==> config.mk <==
export PLATFORM = sky130hd
export DESIGN_NAME = mfi_queue
export DESIGN_NICKNAME = d
export VERILOG_FILES = /design/src/hw/rtl/mfi_pkg.sv /design/src/hw/rtl/mfi_queue.sv
export SDC_FILE = /design/constraint.sdc
export NUM_CORES = 1
export LEC_CHECK = 0
export BUFFER_PORTS_ARGS = -buffer_cell sky130_fd_sc_hd__buf_2
export CORE_MARGIN = 10
export CORE_UTILIZATION = 40
export CTS_CLUSTER_SIZE = 24
export DETAILED_ROUTE_END_ITERATION = 6
export GPL_TIMING_DRIVEN = 0
export SYNTH_ARGS = -nofsm -noshare
export SYNTH_HDL_FRONTEND = slang
export SYNTH_SLANG_ARGS = --single-unit
==> constraint.sdc <==
create_clock -name clk -period 7.9 [get_ports clk]
set_input_delay 0.79 -clock clk [delete_from_list [all_inputs] [get_ports clk]]
set_output_delay 0.79 -clock clk [all_outputs]
set_load 0.05 [all_outputs]
==> src/hw/rtl/mfi_pkg.sv <==
// Shared types and constants for the money flow index block.
// No dependencies; compiled first.
package mfi_pkg;

  // Field widths
  localparam int PRICE_W    = 24;
  localparam int VOL_W      = 32;
  localparam int SUM_W      = 26;               // high + low + close
  localparam int FLOW_W     = SUM_W + VOL_W;    // price sum times volume
  localparam int ACC_W      = 64;               // running up/down sums
  localparam int IDX_W      = 15;
  localparam int WINDOW_W   = 7;
  localparam int SERIES_W   = 32;
  localparam int CNT_W      = 32;
  localparam int CFG_ADDR_W = 1;
  localparam int CFG_DATA_W = 32;

  // Defaults
  localparam int MAX_WINDOW_DEF = 64;
  localparam int QUEUE_DEPTH    = 2;

  localparam logic [WINDOW_W-1:0] WINDOW_RESET = 7'd14;
  localparam logic [SERIES_W-1:0] SERIES_RESET = 32'hFFFF_FFFF;

  // Result codes in Q8
  localparam logic [IDX_W-1:0] NEUTRAL_Q8 = 15'd12800;
  localparam logic [IDX_W-1:0] NO_DOWN_Q8 = 15'd25347;
  localparam logic [IDX_W-1:0] FULL_Q8    = 15'd25600;

  // Configuration register map
  typedef enum logic [CFG_ADDR_W-1:0] {
    REG_WINDOW = 1'b0,
    REG_SERIES = 1'b1
  } cfg_reg_t;

  // How the back end must produce the index of one bar
  typedef enum logic [1:0] {
    KIND_NEUTRAL = 2'd0,
    KIND_NO_DOWN = 2'd1,
    KIND_RATIO   = 2'd2
  } kind_t;

  // One classified bar handed from front end to back end
  typedef struct packed {
    kind_t              kind;
    logic [ACC_W-1:0]   up;
    logic [ACC_W-1:0]   total;
  } job_t;

endpackage

==> src/hw/rtl/mfi_queue.sv <==
// Short job queue between front end and back end.
// Depends on mfi_pkg.
module mfi_queue (
  input  logic          clk,
  input  logic          rst,
  input  logic          push_valid,
  output logic          push_ready,
  input  mfi_pkg::job_t push_job,
  output logic          pop_valid,
  input  logic          pop_ready,
  output mfi_pkg::job_t pop_job
);
  import mfi_pkg::*;

  localparam int PtrW = $clog2(QUEUE_DEPTH);

  job_t            slots [QUEUE_DEPTH];
  logic [PtrW-1:0] wr_ptr;
  logic [PtrW-1:0] rd_ptr;
  logic [PtrW:0]   count;
  logic            do_push;
  logic            do_pop;

  assign push_ready = (count != (PtrW + 1)'(QUEUE_DEPTH));
  assign pop_valid  = (count != '0);
  assign pop_job    = slots[rd_ptr];
  assign do_push    = push_valid && push_ready;
  assign do_pop     = pop_valid && pop_ready;

  // Storage
  always_ff @(posedge clk) begin
    if (do_push) begin
      slots[wr_ptr] <= push_job;
    end
  end

  // Pointers and fill level
  always_ff @(posedge clk) begin
    if (rst) begin
      wr_ptr <= '0;
      rd_ptr <= '0;
      count  <= '0;
    end else begin
      if (do_push) begin
        wr_ptr <= (wr_ptr == PtrW'(QUEUE_DEPTH - 1)) ? '0 : wr_ptr + 1'b1;
      end
      if (do_pop) begin
        rd_ptr <= (rd_ptr == PtrW'(QUEUE_DEPTH - 1)) ? '0 : rd_ptr + 1'b1;
      end
      if (do_push && !do_pop) begin
        count <= count + 1'b1;
      end else if (do_pop && !do_push) begin
        count <= count - 1'b1;
      end
    end
  end

endmodule

==> out/qor.yml, run 1 <==
fp.coreArea_um2: 23600
drt_iter0_drc: 224
finalWirelength_um: 20700
power_density_nw_per_um2: 379
syn-cell-area_um2: 9630
cts-root-buf: "clkbuf_16"
layout.cells.most_common_list: "buf_2 (268), edfxtp_1 (260), mux2_2 (130), clkbuf_16 (29), buf_6 (10)"
max_freq_ghz: 0.362
fin_tns_setup_ps: 0
overflow: 0
antenna_found_initial: 6
critPathMaxFanout: 10
setup-violations-final: 0
grt_pass1_vias: 5458
rsz0062_at_grt: "false"
die-width_um: 175
power_leakage_nw: 4.62
vias_per_cell: 4.68
dpl.cell_count: 1015
synth_top_family_by_area: "multiplexers"
finalMaxSlewViolations: 0
place.gp.congestion: 0.742
min-delay-path-class: "primary input to flip-flop"
hold_viol: 0
place_hpwl_um: 14700
die_y_um: 175
cts_sinks: 265
drcViolationCount: 0
final_common_cell: "buf_2"
io_buffers: 265
yosys.area_share.simple_pct: 0.520
synthXorXnorAreaFrac_pct: 0.273
placed_cell_area_um2: 11400
num_vias: 5013
fin_nets: 861
cts_buffers: 28
fillers: 1927
drive_gt1_share_pct: 61.0
grtUsageMet3_pct: 5.45
final_area_um2: 12400
seq_area_um2: 7910
max-cap-violations: 0
path_class: "flip-flop to output pin"
synth_compound_area_share_pct: 0.312
cpLargestDelayFamily: "buffers and inverters"
period_needed_ps: 2760
synthesis.nets: 563
fp-row-count: 56
instances_no_fill: 1072
path_cells: "buf_4 -> buf_6 -> mux2_2 -> buf_2"
postSynthAreaPerCell_um2: 22.5
ys_ff_latch: 265
initial_core_util_pct: 40.8
synthMuxAreaShare_pct: 15.2
grtUsageMet2_pct: 21.4
start_kind: "flip-flop"
vdd_drop_max_v: 0.000288
drtAntennaViolNets: 0
path_clk_slew_ps: 60
io_pins: 266
grt_usage_pct: 12.8
die_area_um2: 30700
crit_arrival_ps: 1970
cts_hold_buf: 0
gr-max-usage-layer: "met2"
synth_fa_ha_area_share_pct: 0.130
endpoint_kind: "output pin"
syn_inst: 428
grt_pass1_wl_um: 31100
cts_tree: "done"
whs_ps: 446
area_delta_synth_final_pct: 28.6
post_drt_wl_per_cell_um: 19.3
worst-path-buf-inv: 3
clk_latency_ps: 530
firstDrtPassIters: 4
fin_crit_sh_pct: 35.0
synth.distinct_cells: 19
multi_input_area_um2: 1590
synth_warnings: 0
worst_pin_slew_ps: 586
cts_setup_buffers: 0
skew_ps: 7.42
grt_max_degree: 73
cts_htree_levels: 1
use_met1_pct: 14.5
ctsResizeCount: 0
cp_slowest_cell: "dfxtp_1"
max_stage_delay_ps: 380
cts_buffer_depth: 3
status: "completed"
max-slew-margin-rel_pct: 60.9
ys_seq_area_share_pct: 82.1
required_ps: 7110
-- cells by family after synthesis --
family | count (synthesis)
AO/OA/AOI/OAI | 5
XOR/XNOR | 3
adder cells (fa/ha/maj) | 1
buffers and inverters | 15
flip-flops | 265
multiplexers | 130
AND/OR/NAND/NOR | 9
-- layer usage --
metal,routed length [um],up-vias
met4,553,4
met1,7790,2450
met3,2230,41
met5,23,-
met2,10100,206
li1,-,2312
-- metrics by stage --
stage / setup slack (ps) / total power [W] / utilization [%]
floorplan: 3360 / 0.00308 / -
global placement: 1970 / 0.00346 / 48.1
detailed placement: 5490 / 0.00346 / 48.5
CTS: 5060 / 0.00477 / 52.4
global route: 5020 / 0.00489 / 52.4
finish: 5140 / 0.00470 / 52.5
-- cells in the mapped netlist --
| library cell | n | area [um^2] |
|---|---|---|
| edfxtp_1 | 260 | 7810 |
| mux2_2 | 130 | 1460 |
| buf_6 | 10 | 113 |
| dfxtp_1 | 5 | 100 |
| buf_2 | 3 | 15.0 |
| nor2_1 | 3 | 11.3 |
| xor2_1 | 3 | 26.3 |
| a21oi_1 | 2 | 10.0 |
| o21ai_0 | 2 | 10.0 |
| a21bo_2 | 1 | 10.0 |
| and2_1 | 1 | 6.26 |
| and3_1 | 1 | 6.26 |
| buf_4 | 1 | 7.51 |
| ha_1 | 1 | 12.5 |
| inv_1 | 1 | 3.75 |
| nand2b_1 | 1 | 6.26 |
| nand3b_1 | 1 | 7.51 |
| or2_2 | 1 | 6.26 |
| or3_1 | 1 | 6.26 |
-- power breakdown --
| part | switching, W | internal (W) |
|---|---|---|
| clock | 0.000499 | 0.000793 |
| combinational | 0.00116 | 0.000450 |
| sequential | 0.0000404 | 0.00176 |
| total | 0.00170 | 0.00300 |
-- final timing paths --
path / depth (start not counted) / start / slack (ps) / to
setup reg to reg: 4 / count[0]$_SDFFE_PP0P_ / 5800 / slots[0][104]$_DFFE_PP_
hold reg to reg: 2 / count[1]$_SDFFE_PP0P_ / 530 / count[1]$_SDFFE_PP0P_
hold / removal: 1 / push_job[17] / 450 / slots[1][17]$_DFFE_PP_
setup / recovery: 4 / flip-flop / 5140 / pop_job[33]
-- area by class of cell --
type                       count  area share [%]
antenna                        5           0.101
buffer                        14            1.09
clock buffer                  39            6.40
clock inverter                13            1.08
inverter                       1          0.0707
multi-input combinational    148            12.8
sequential                   265            63.8
tap                          319            3.22
timing repair buffer         268            11.4
-- state kept, by name, summed over array words and instances, names as in the netlist, named ones only --
| signal | cells |
|---|---|
| count | 2 |
| rd_ptr | 1 |
| wr_ptr | 1 |
| slots | 260 |
(Power assumes the default switching activity.)
==> run 2: changes to the inputs <==
- clock period: 7.9 -> 2.65 ns (I/O delays scaled with it)
==> out/qor.yml, run 2 (synthesis gave the netlist of run 1 again) <==
fp-row-count: 56
fin_nets: 995
diodes: 0
grt_pass1_wl_um: 35000
fin_tns_setup_ps: 0
clk_latency_ps: 540
cts_buffers: 28
min-delay-path-class: "primary input to flip-flop"
max_freq_ghz: 0.438
die_area_um2: 30700
grt_usage_pct: 14.2
power.total_w: 0.0142
place.gp.congestion: 0.721
vias_per_cell: 4.63
fin_crit_sh_pct: 86.2
num_vias: 5552
whs_ps: 73.3
antenna_found_initial: 0
status: "completed"
initial_core_util_pct: 40.8
fp.coreArea_um2: 23600
cts_tree: "done"
setup-violations-final: 0
path_clk_slew_ps: 60
cts_sinks: 265
instances_no_fill: 1198
vdd_drop_max_v: 0.000819
cts_buffer_depth: 3
overflow: 0
pre_cts_ws_ps: 620
power_density_nw_per_um2: 1040
start_kind: "flip-flop"
fin_ws_ps: 365
cts_htree_levels: 1
ctsResizeCount: 0
die-width_um: 175
top_register: "slots"
hold_viol: 0
finalMaxSlewViolations: 0
power_leakage_nw: 5.17
die_y_um: 175
reg.largest.list: "slots: 260 flops, count: 2 flops"
grt_max_degree: 67
drcViolationCount: 0
final_common_cell: "buf_2"
period_needed_ps: 2280
firstDrtPassIters: 4
io_pins: 266
skew_ps: 19.6
io_buffers: 265
worst_pin_slew_ps: 549
rsz0062_at_grt: "false"
path_class: "flip-flop to output pin"
drt_iter0_drc: 273
place_hpwl_um: 15400
required_ps: 2380
finalWirelength_um: 22700
critPathMaxFanout: 10
drtAntennaViolNets: 0
area_delta_synth_final_pct: 42.6
drive_gt1_share_pct: 52.1
cts-root-buf: "clkbuf_16"
max-cap-violations: 0
grt_pass1_vias: 6290
post_drt_wl_per_cell_um: 18.9
endpoint_kind: "output pin"
max-slew-margin-rel_pct: 63.3
dpl.cell_count: 1018
layout.cells.most_common_list: "buf_2 (268), edfxtp_1 (260), dlygate4sd3_1 (131), mux2_2 (130), clkbuf_16 (28)"
largest_reg_flops: 260
cts_setup_buffers: 0
crit_arrival_ps: 2020
==> run 2: cell count changes in the layout (fill, tap and decap cells not counted), sizes merged <==
| cell | change |
|---|---|
| inv | -1 |
| dlygate4sd3 | +131 |
| clkinv | +1 |
| bufinv | +1 |
| clkbuf | -5 |
| buf | +3 |
| diode | -5 |
| clkinvlp | +1 |
==> run 2: what timing repair did <==
item / 4_1_cts / 5_1_grt
endpoints found under the setup margin: 0 / 0
hold endpoints to repair: 265 / 0
hold buffers: 131 / 0
==> run 2: cell type report <==
type	instances	area [um^2]
fill	1788	9880
sequential	265	7910
timing repair buffer	402	2780
multi-input combinational	148	1600
clock buffer	34	723
tap	319	399
clock inverter	15	183
buffer	14	135
inverter	1	7.51
==> run 2: power by group <==
group / internal (W) / switching [W]
combinational: 0.00152 / 0.00353
clock: 0.00232 / 0.00149
sequential: 0.00523 / 0.000135
total: 0.00907 / 0.00515
==> run 2: metal layers <==
layer | global-route usage [%] | wire length, um
met5 | 0 | 0
met1 | 14.9 | 8380
met3 | 5.37 | 1900
met4 | 3.74 | 505
met2 | 25.9 | 11900
==> run 2: metrics by stage <==
step / utilization, % / cell area, um^2
detailed placement: 48.8 / 11500
global placement: 48.1 / 11400
finish: 58.2 / 13700
CTS: 58.2 / 13700
global route: 58.2 / 13700
floorplan: - / 9640
==> run 2: critical path: stages, from the launching register on <==
cell and delay [ps]:
dfxtp_1 390, buf_4 300, buf_6 210, mux2_2 360, buf_2 220
==> run 2: final timing paths <==
kind	from	slack, ps	endpoint	depth (start not counted)
max	flip-flop	370	pop_job[53]	4
min	push_valid	70	wr_ptr$_SDFFE_PP0P_	3
max reg2reg	count[1]$_SDFFE_PP0P_	610	slots[0][59]$_DFFE_PP_	5
min reg2reg	rd_ptr$_SDFFE_PP0P_	520	rd_ptr$_SDFFE_PP0P_	2
==> run 3: changes to the inputs <==
- CORE_MARGIN: 10 -> unset
==> out/qor.yml, run 3 (synthesis gave the netlist of run 1 again) <==
min-delay-path-class: "primary input to flip-flop"
wl_met2_um: 10300
period_needed_ps: 2290
swShare_pct: 36.3
finalMaxSlewViolations: 0
largest_reg_flops: 260
overflow: 0
cts_sinks: 265
fin_ws_ps: 356
cp_slowest_cell: "dfxtp_1"
required_ps: 2380
cpLargestDelayFamily: "buffers and inverters"
drtAntennaViolNets: 0
io_pins: 266
vdd_drop_max_v: 0.000842
area_delta_synth_final_pct: 42.2
power_density_nw_per_um2: 1030
cts_setup_buffers: 0
initial_core_util_pct: 40.9
cts_buffer_depth: 3
reg.largest.list: "slots: 260 flops, count: 2 flops"
vias_per_cell: 4.55
place_hpwl_um: 12700
r2r_slack_ps: 430
path_cells: "buf_4 -> buf_6 -> mux2_2 -> buf_2"
top_register: "slots"
path_class: "flip-flop to output pin"
post_drt_wl_per_cell_um: 16.5
pre_cts_ws_ps: 432
start_kind: "flip-flop"
cts_htree_levels: 1
cts_hold_buf: 131
path_clk_slew_ps: 60
fp-row-count: 56
drt_iter0_drc: 173
ctsResizeCount: 0
switchingPower_w: 0.00512
grt_pass1_vias: 5831
status: "completed"
firstDrtPassIters: 4
p_int_w: 0.00897
worst_pin_slew_ps: 905
finish.utilization_pct: 58.2
drt-met1-wl_um: 7420
grt_usage_pct: 15.5
endpoint_kind: "output pin"
cts_tree: "done"
p_comb_share_pct: 35.2
clk_latency_ps: 540
clkPwrFrac_pct: 26.7
io_buffers: 265
hold_viol: 0
r2r_start: "count[1]$_SDFFE_PP0P_"
num_vias: 5454
final_common_cell: "buf_2"
cts_buffers: 28
grt_max_degree: 56
cts-root-buf: "clkbuf_16"
rr_endpoint: "slots[0][62]$_DFFE_PP_"
fin_tns_setup_ps: 0
place.gp.congestion: 0.670
crit_arrival_ps: 2030
layout.cells.most_common_list: "buf_2 (268), edfxtp_1 (260), dlygate4sd3_1 (131), mux2_2 (130), clkbuf_16 (28)"
grt_pass1_wl_um: 29500
setup-violations-final: 0
diodes: 0
skew_ps: 18.8
antenna_found_initial: 1
top_layer: "met5"
dr_wl_met3_um: 1580
die_area_um2: 24700
min_path_cells: 3
hp-start: "push_valid"
r2r_cells: 4
die-width_um: 157
rsz0062_at_grt: "false"
power_leakage_nw: 5.16
drcViolationCount: 0
max-slew-margin-rel_pct: 39.5
max_stage_delay_ps: 400
max_freq_ghz: 0.436
power_frac_seq_pct: 38.1
fin_nets: 994
critPathMaxFanout: 10
max-cap-violations: 0
drive_gt1_share_pct: 52.2
die_y_um: 157
fin_crit_sh_pct: 86.6
hold_end: "wr_ptr$_SDFFE_PP0P_"
fp.coreArea_um2: 23500
finalWirelength_um: 19800
worst-path-buf-inv: 3
## run 3: cell count changes in the layout (fill, tap and decap cells not counted), sizes merged
cell      change
clkinv        +1
inv           +1
clkbuf        +1
clkinvlp      +1
bufinv        -1
buf           -1
## run 3: cell type report
class | instances | area [um^2]
Fill cell | 1820 | 9850
Sequential cell | 265 | 7910
Clock buffer | 35 | 727
Multi-Input combinational cell | 148 | 1600
Timing Repair Buffer | 401 | 2750
Tap cell | 319 | 399
Inverter | 1 | 7.51
Buffer | 14 | 135
Clock inverter | 17 | 171
## run 3: power groups by stage
stage	Clock, W	Combinational (W)	Sequential (W)
finish	0.00376	0.00496	0.00537
global route	0.00403	0.00520	0.00541
CTS	0.00386	0.00501	0.00537
detailed placement	0	0.00484	0.00545
global placement	0	0.00471	0.00549
floorplan	0	0.00373	0.00544
## run 3: per-layer routing
| metal | GRT usage (%) | vias up |
|---|---|---|
| met5 | 0 | - |
| met4 | 4.81 | 2 |
| met3 | 5.26 | 37 |
| met2 | 28.9 | 186 |
| met1 | 16.4 | 2659 |
| li1 | - | 2570 |
## run 3: how the worst max path moves through the flow
stage | startpoint | end | slack (ps) | cells past startpoint
3_3_place_gp | count[0]$_SDFFE_PP0P_ | slots[0][49]$_DFFE_PP_ | -1340 | 3
3_5_place_dp | count[1]$_SDFFE_PP0P_ | slots[0][65]$_DFFE_PP_ | 430 | 4
6_report | flip-flop | pop_job[95] | 360 | 4
2_1_floorplan | count[0]$_SDFFE_PP0P_ | slots[0][0]$_DFFE_PP_ | -400 | 3
4_1_cts | flip-flop | pop_job[94] | 270 | 4
5_1_grt | flip-flop | pop_job[94] | 220 | 4
## run 3: metrics by stage
step	cells	power [W]	hold WS [ps]	instance area (um^2)
floorplan	428	0.00917	330	9640
global placement	1012	0.0102	453	11400
detailed placement	1017	0.0103	456	11500
CTS	1200	0.0142	31.6	13700
global route	1200	0.0146	50.5	13700
finish	1200	0.0141	66.6	13700
## run 3: worst register-to-register path: stages (launching register included)
cell and delay [ps]:
dfxtp_1 440, nand2b_4 90, nand3b_1 160, clkinvlp_4 750, buf_12 490
